**config.mk**
```make
export PLATFORM = sky130hd
export DESIGN_NAME = mm_front
export DESIGN_NICKNAME = d
export VERILOG_FILES = /design/src/rtl/mm_pkg.sv /design/src/rtl/mm_front.sv
export SDC_FILE = /design/constraint.sdc
export NUM_CORES = 1
export LEC_CHECK = 0
export BUFFER_PORTS_ARGS = -buffer_cell sky130_fd_sc_hd__buf_4
export CORE_AREA = 4 4 91 93
export CTS_CLUSTER_SIZE = 30
export DETAILED_ROUTE_END_ITERATION = 8
export DIE_AREA = 0 0 95 97
export PLACE_DENSITY = 0.7
export SLEW_MARGIN = 40
export SYNTH_ARGS = -nofsm -noshare
export SYNTH_HDL_FRONTEND = slang
export SYNTH_SLANG_ARGS = --single-unit
```
**constraint.sdc**
```tcl
create_clock -name clk -period 2.1 [get_ports clk]
set_input_delay 0.315 -clock clk [delete_from_list [all_inputs] [get_ports clk]]
set_output_delay 0.315 -clock clk [all_outputs]
set_load 0.005 [all_outputs]
```
**src/rtl/mm_pkg.sv**
```systemverilog
// Shared types for the multiprecision multiplier.
// No dependencies; imported by mm_front, mm_back and multiprecision_multiplier.
`timescale 1ns / 1ps

package mm_pkg;

	localparam int LIMB_W = 64;

	typedef logic [LIMB_W-1:0] limb_t;

	// Status from the back end to the front end.
	typedef struct packed {
		logic take;	// back end pops the queued job this cycle
		logic busy;	// back end reads the factor stores
	} back_stat_t;

endpackage

```
**src/rtl/mm_front.sv**
```systemverilog
// Front end: accepts limb items, sorts them into the two factor stores and
// queues one product job. Depends on mm_pkg.
`timescale 1ns / 1ps

module mm_front #(
	parameter int MAX_LIMBS = 64,
	localparam int AW = $clog2(MAX_LIMBS),
	localparam int LW = $clog2(MAX_LIMBS + 1)
) (
	input  logic               clk,
	input  logic               arst_n,
	input  logic               in_valid,
	output logic               in_ready,
	input  logic               operand_select,
	input  mm_pkg::limb_t      limb_value,
	input  logic               operand_negative,
	input  logic               last_limb,
	input  mm_pkg::back_stat_t stat,
	output logic               wr_en_a,
	output logic               wr_en_b,
	output logic [AW-1:0]      wr_addr,
	output mm_pkg::limb_t      wr_data,
	output logic               job_valid,
	output logic [LW-1:0]      job_la,
	output logic [LW-1:0]      job_lb,
	output logic               job_neg
);
	import mm_pkg::*;

	logic [LW-1:0] a_len_q, b_len_q;
	logic          a_closed_q, b_closed_q;
	logic          a_sign_q;
	logic [LW-1:0] a_base, b_base, a_next, b_next;
	logic          a_room, b_room, accept;
	logic          job_v_q, job_neg_q;
	logic [LW-1:0] job_la_q, job_lb_q;

	// A closed operand restarts at limb zero.
	assign a_base = a_closed_q ? '0 : a_len_q;
	assign b_base = b_closed_q ? '0 : b_len_q;
	assign a_room = a_base < LW'(MAX_LIMBS);
	assign b_room = b_base < LW'(MAX_LIMBS);
	assign a_next = a_room ? a_base + LW'(1) : a_base;
	assign b_next = b_room ? b_base + LW'(1) : b_base;

	// Stores are shared with the back end: hold off while it reads them
	// or while a job waits.
	assign in_ready = !job_v_q && !stat.busy;
	assign accept   = in_valid && in_ready;

	assign wr_en_a = accept && !operand_select && a_room;
	assign wr_en_b = accept && operand_select && b_room;
	assign wr_addr = operand_select ? b_base[AW-1:0] : a_base[AW-1:0];
	assign wr_data = limb_value;

	always_ff @(posedge clk or negedge arst_n) begin
		if (!arst_n) begin
			a_len_q    <= '0;
			b_len_q    <= '0;
			a_closed_q <= 1'b1;
			b_closed_q <= 1'b1;
			a_sign_q   <= 1'b0;
			job_v_q    <= 1'b0;
			job_la_q   <= '0;
			job_lb_q   <= '0;
			job_neg_q  <= 1'b0;
		end else begin
			if (stat.take)
				job_v_q <= 1'b0;
			if (accept && !operand_select) begin
				a_len_q    <= a_next;
				a_closed_q <= last_limb;
				if (last_limb)
					a_sign_q <= operand_negative;
			end
			if (accept && operand_select) begin
				b_len_q    <= b_next;
				b_closed_q <= last_limb;
				if (last_limb) begin
					job_v_q   <= 1'b1;
					job_la_q  <= a_len_q;
					job_lb_q  <= b_next;
					job_neg_q <= a_sign_q ^ operand_negative;
				end
			end
		end
	end

	assign job_valid = job_v_q;
	assign job_la    = job_la_q;
	assign job_lb    = job_lb_q;
	assign job_neg   = job_neg_q;

endmodule

```
==> Yosys cells after proc, flatten, opt, wreduce, memory -nomap -nowiden <==
Cells that the tools add are included.
{ "totals": {"register_bits": 33, "latchBits": 0, "ram_bits": 0, "mem_bits_ro": 0, "in_bits": 72, "output_inout_bits": 89, "word_cells": 33, "n_memories": 0} }
{ "op_classes": {"addsub": 2, "n_mul": 0, "div_mod_pow": 0, "magnitude_cmp": 2, "eq_ne": 0, "shifts": 0, "n_mux": 8, "bitwise": 1, "reduce_logical": 11} }
{ "op_table": {"columns": ["op", "count"], "rows": [
  ["$mux W7", 4],
  ["$add A7 B1 Y7 const B", 2],
  ["$lt A7 B7 Y1 const B", 2],
  ["$logic_and A1 B1 Y1", 6],
  ["$mux W6", 1],
  ["$reduce_and A2 Y1", 2],
  ["$logic_not A1 Y1", 3],
  ["$mux W1", 3],
  ["$xor A1 B1 Y1", 1]
]} }

==> Longest topological paths before layout <==
{ "logic_depth": {"depth_word": 5, "ltp_mapped": 6, "depth_no_buf": 5} }

==> Worst setup path before layout <==
Ideal clock, no wire load.
{ "synth_timing": {"path_type": "register -> register", "start": "register job_v_q (netlist: job_valid)", "end": "register a_len_q[1]", "arrival_ns": 1.577, "required_time_ns": 1.975, "setup_slack_ns": 0.398, "stages_incl_launch_ff": 5, "n_path_buf": 1, "synth_period_minus_slack_ns": 1.702, "cell_sequence": "dfrtp_1 or4b_1 clkbuf_2 a21oi_1 mux2_2"} }
{ "synth_via": {"elab_chain_len": 4} }
{ "synth_rtl": {"columns": ["element", "line", "rtl"], "rows": [
  ["start, declared", "mm_front.sv:35", "logic job_v_q, job_neg_q;"],
  ["start signal, assigned", "mm_front.sv:63", "job_v_q <= 1'b0;"],
  ["start signal, assigned", "mm_front.sv:69", "job_v_q <= 1'b0;"],
  ["start signal, assigned", "mm_front.sv:80", "job_v_q <= 1'b1;"],
  ["$logic_not A1 Y1", "mm_front.sv:48", "assign in_ready = !job_v_q && !stat.busy;"],
  ["$logic_and A1 B1 Y1", "mm_front.sv:48", null],
  ["$logic_and A1 B1 Y1", "mm_front.sv:49", "assign accept = in_valid && in_ready;"],
  ["$logic_and A1 B1 Y1", "mm_front.sv:70", "if (accept && !operand_select) begin"],
  ["end signal, assigned", "mm_front.sv:71", "a_len_q <= a_next;"],
  ["end, declared", "mm_front.sv:30", "logic [LW-1:0] a_len_q, b_len_q;"]
]} }
No other way between the ends.
A chain may end at the register's enable or synchronous reset.

==> Worst setup path after layout <==
{ "layout_timing": {"start": "register job_v_q (netlist: job_valid)", "end": "output wr_en_a"} }
{ "layout_via": {"elab_chain_len": 5} }
{ "layout_rtl": {"columns": ["element", "line", "rtl"], "rows": [
  ["$logic_not A1 Y1", "mm_front.sv:48", null],
  ["$logic_and A1 B1 Y1", "mm_front.sv:48", null],
  ["$logic_and A1 B1 Y1", "mm_front.sv:49", null],
  ["$logic_and A1 B1 Y1 (2 in series)", "mm_front.sv:51", "assign wr_en_a = accept && !operand_select && a_room;"],
  ["end, declared", "mm_front.sv:19", "output logic wr_en_a,"]
]} }
No other way between the ends.

==> impl_metrics.env <==
export IMPL_fin_crit_ns=1.97
export IMPL_vias_per_cell=4.91
export IMPL_clkLatencyLatePin_ns=0.28
export IMPL_critPathArrivalTime_ns=1.66
export IMPL_fin_crit_sh=0.940
export IMPL_r2r_cells=3
export IMPL_clkSinkCount=33
export IMPL_worstSetupPathType="register to primary output"
export IMPL_yosysTopAreaCellShare=0.351
export IMPL_place_area_sq_mm=0.00208
export IMPL_antenna_left=0
export IMPL_drt_initial_drc_count=139
export IMPL_die_height_um=97
export IMPL_max_freq_ghz=0.507
export IMPL_grt_max_degree=34
export IMPL_ys_seq_area_frac=0.375
export IMPL_drive_gt1_frac=0.302
export IMPL_power_share_clock=0.225
export IMPL_n_antenna_cell=0
export IMPL_seqPwrFrac=0.451
export IMPL_crit_fanout=8
export IMPL_portBuffers=32
export IMPL_p_comb_frac=0.324
export IMPL_drc=0
export IMPL_netSwitchingFraction=0.324
export IMPL_skew_ns=0.00437
export IMPL_rrSetupSlack_ns=0.32
export IMPL_setup_tns_ns=0
export IMPL_leakagePower_nw=0.932
export IMPL_syn_area_sq_mm=0.00221
export IMPL_hpwl_mm=3.31
export IMPL_hold_class="input port to register"
export IMPL_grt_overflow_total=0
export IMPL_place_inst=295
export IMPL_setup_viol=0
export IMPL_yosys_register_bits=33
export IMPL_grt_setup_unrepaired="no"
export IMPL_multi_input_area_sq_um=850
export IMPL_crit_path_end_kind="primary output"
export IMPL_timing_rr_end="job_la[1]"
export IMPL_worstMarginPinSlew_ns=0.448
export IMPL_synth_top_area_cell="dfrtp_1"
export IMPL_final_area_sq_mm=0.00220
export IMPL_grt_first_pass_wirelength_mm=7.78
export IMPL_final_nets=275
export IMPL_seqCellArea_sq_um=828
export IMPL_cts_tree="done"
export IMPL_n_fill_cell=833
export IMPL_p_switching_mw=0.735
export IMPL_clkTransAtPathRegs_ns=0.06
export IMPL_crit_path_start="job_valid"
export IMPL_synth_distinct_cells=43
export IMPL_r2r_start="job_valid"
export IMPL_max_slew_margin=0.701
export IMPL_grt_pass1_vias=1520
export IMPL_yosysMostFrequentCell="buf_4"
export IMPL_drv_slew=0
export IMPL_routedWlPerCell_um=14.8
export IMPL_p_int_mw=1.54
export IMPL_die_x_um=95
export IMPL_io_pins=161
export IMPL_root_buffer="clkbuf_8"
export IMPL_outcome="finished clean"
export IMPL_ys_flop_type="dfrtp_1"
export IMPL_synth_area_leaders="dfrtp_1, buf_4, mux2_2, a21oi_1, nor2b_1"
export IMPL_ys_warn_count=0
export IMPL_hold_viol=0
export IMPL_cp_start_kind="register"
export IMPL_irDropWorstVdd_mv=0.436
export IMPL_powerDensity_mw_per_mm2=1030
export IMPL_synthCells=231
export IMPL_cts_max_level=2
export IMPL_numCtsBuffers=5
export IMPL_num_rows=32
export IMPL_synth_edf_count=0
export IMPL_grt_use_total=0.104
export IMPL_wl_mm=4.51
export IMPL_antenna_found_initial=0
export IMPL_dieArea_sq_mm=0.00922
export IMPL_synth_fp_nets=305
export IMPL_start_util=0.294
export IMPL_endpoint="wr_en_a"
export IMPL_cts_path_max_buffers=2
export IMPL_dr_total_vias=1492
export IMPL_gp_congestion=0.872
export IMPL_dr_pass1_iters=4
export IMPL_synthToLayoutAreaGrowth_pct=-0.510
export IMPL_fin_cells=304
export IMPL_drv_cap=0
export IMPL_synthTopCellsByCount="buf_4, dfrtp_1, a21oi_1"
export IMPL_ys_async_sr_fraction=1.00
export IMPL_crit_required_ns=1.78
export IMPL_avgSynthCellArea_sq_um=9.57
export IMPL_core_sq_mm=0.00753
## critical path, stage by stage (launching register included)
cell,delay [ns]
dfrtp_1,0.44
or4b_4,0.57
a21oi_1,0.22
buf_4,0.15
## state kept, by name (all words and copies together), names as in the netlist
name,count
a_closed_q,1
a_len_q,7
a_sign_q,1
b_closed_q,1
b_len_q,7
job_la,7
job_lb,7
job_neg,1
job_valid,1
## power groups by stage
stage / Clock, mW / Sequential [mW] / Combinational [mW]
2_1_floorplan: 0 / 0.966 / 0.530
3_3_place_gp: 0 / 1.03 / 0.731
5_1_grt: 0.563 / 1.06 / 0.826
3_5_place_dp: 0 / 1.03 / 0.740
6_report: 0.511 / 1.02 / 0.736
4_1_cts: 0.527 / 1.02 / 0.748
## cell usage in the layout (no fill, tap or decap), types with 2 or more instances in the layout
| cell type | n |
|---|---|
| mux2_2 | 12 |
| nand3_1 | 7 |
| a21oi_1 | 14 |
| or4_1 | 3 |
| nand2b_1 | 4 |
| o21ai_0 | 13 |
| dfstp_2 | 2 |
| mux2i_1 | 2 |
| clkbuf_8 | 7 |
| nand4b_1 | 5 |
| o211ai_1 | 3 |
| nand4bb_1 | 2 |
| dfrtp_1 | 31 |
| a22o_1 | 3 |
| a31oi_1 | 4 |
| nor2_1 | 5 |
| nor2b_1 | 11 |
| ha_1 | 2 |
| inv_1 | 5 |
| a32o_1 | 2 |
| nand2_1 | 9 |
| buf_4 | 35 |
## per-stage QoR
stage | setup WS (ns) | util | total power, mW | hold WS [ns]
2_1_floorplan | 0.398 | - | 1.50 | 0.0194
3_3_place_gp | 0.208 | 0.277 | 1.76 | 0.285
3_5_place_dp | 0.207 | 0.277 | 1.77 | 0.288
4_1_cts | 0.103 | 0.292 | 2.30 | 0.212
5_1_grt | 0.00235 | 0.292 | 2.45 | 0.216
6_report | 0.126 | 0.292 | 2.27 | 0.217
## routing by layer
layer / GRT usage / up-vias / share of wire
met4: 0.0333 / 0 / 0.014
met5: 0 / - / 0
met1: 0.137 / 729 / 0.42
met2: 0.162 / 62 / 0.49
li1: - / 686 / -
met3: 0.0334 / 15 / 0.081
## cells by family after synthesis
family	after synthesis	synth area share
buf+inv	78	0.242
xor+xnor	2	0.00793
fa+ha+maj	2	0.0113
simple gates	55	0.159
compound gates	47	0.134
mux	14	0.0702
flops	33	0.375
## timing repair
| item | CTS | global route |
|---|---|---|
| setup buffers | 0 | 0 |
| gates resized for setup | 1 | 0 |
| endpoints found under the setup margin | 1 | 0 |
| hold buffers | 1 | 0 |
| endpoints found under the hold margin | 31 | 0 |
## layout make-up
type	instances	share of cell area
Multi-Input combinational cell	120	0.386
Timing Repair Buffer	36	0.124
Sequential cell	33	0.377
Inverter	5	0.00854
Tap cell	102	0.0581
Clock inverter	1	0.00228
Clock buffer	7	0.0438
## worst min-delay path by stage
| stage | from | endpoint | depth (start not counted) |
|---|---|---|---|
| finish | stat[1] | job_valid | 2 |
| global route | stat[1] | job_valid | 2 |
| CTS | stat[1] | job_valid | 2 |
| detailed placement | arst_n | a_len_q[2] | 1 |
| global placement | arst_n | a_sign_q | 1 |
| floorplan | arst_n | a_len_q[0] | 0 |
(Power assumes the default switching activity.)
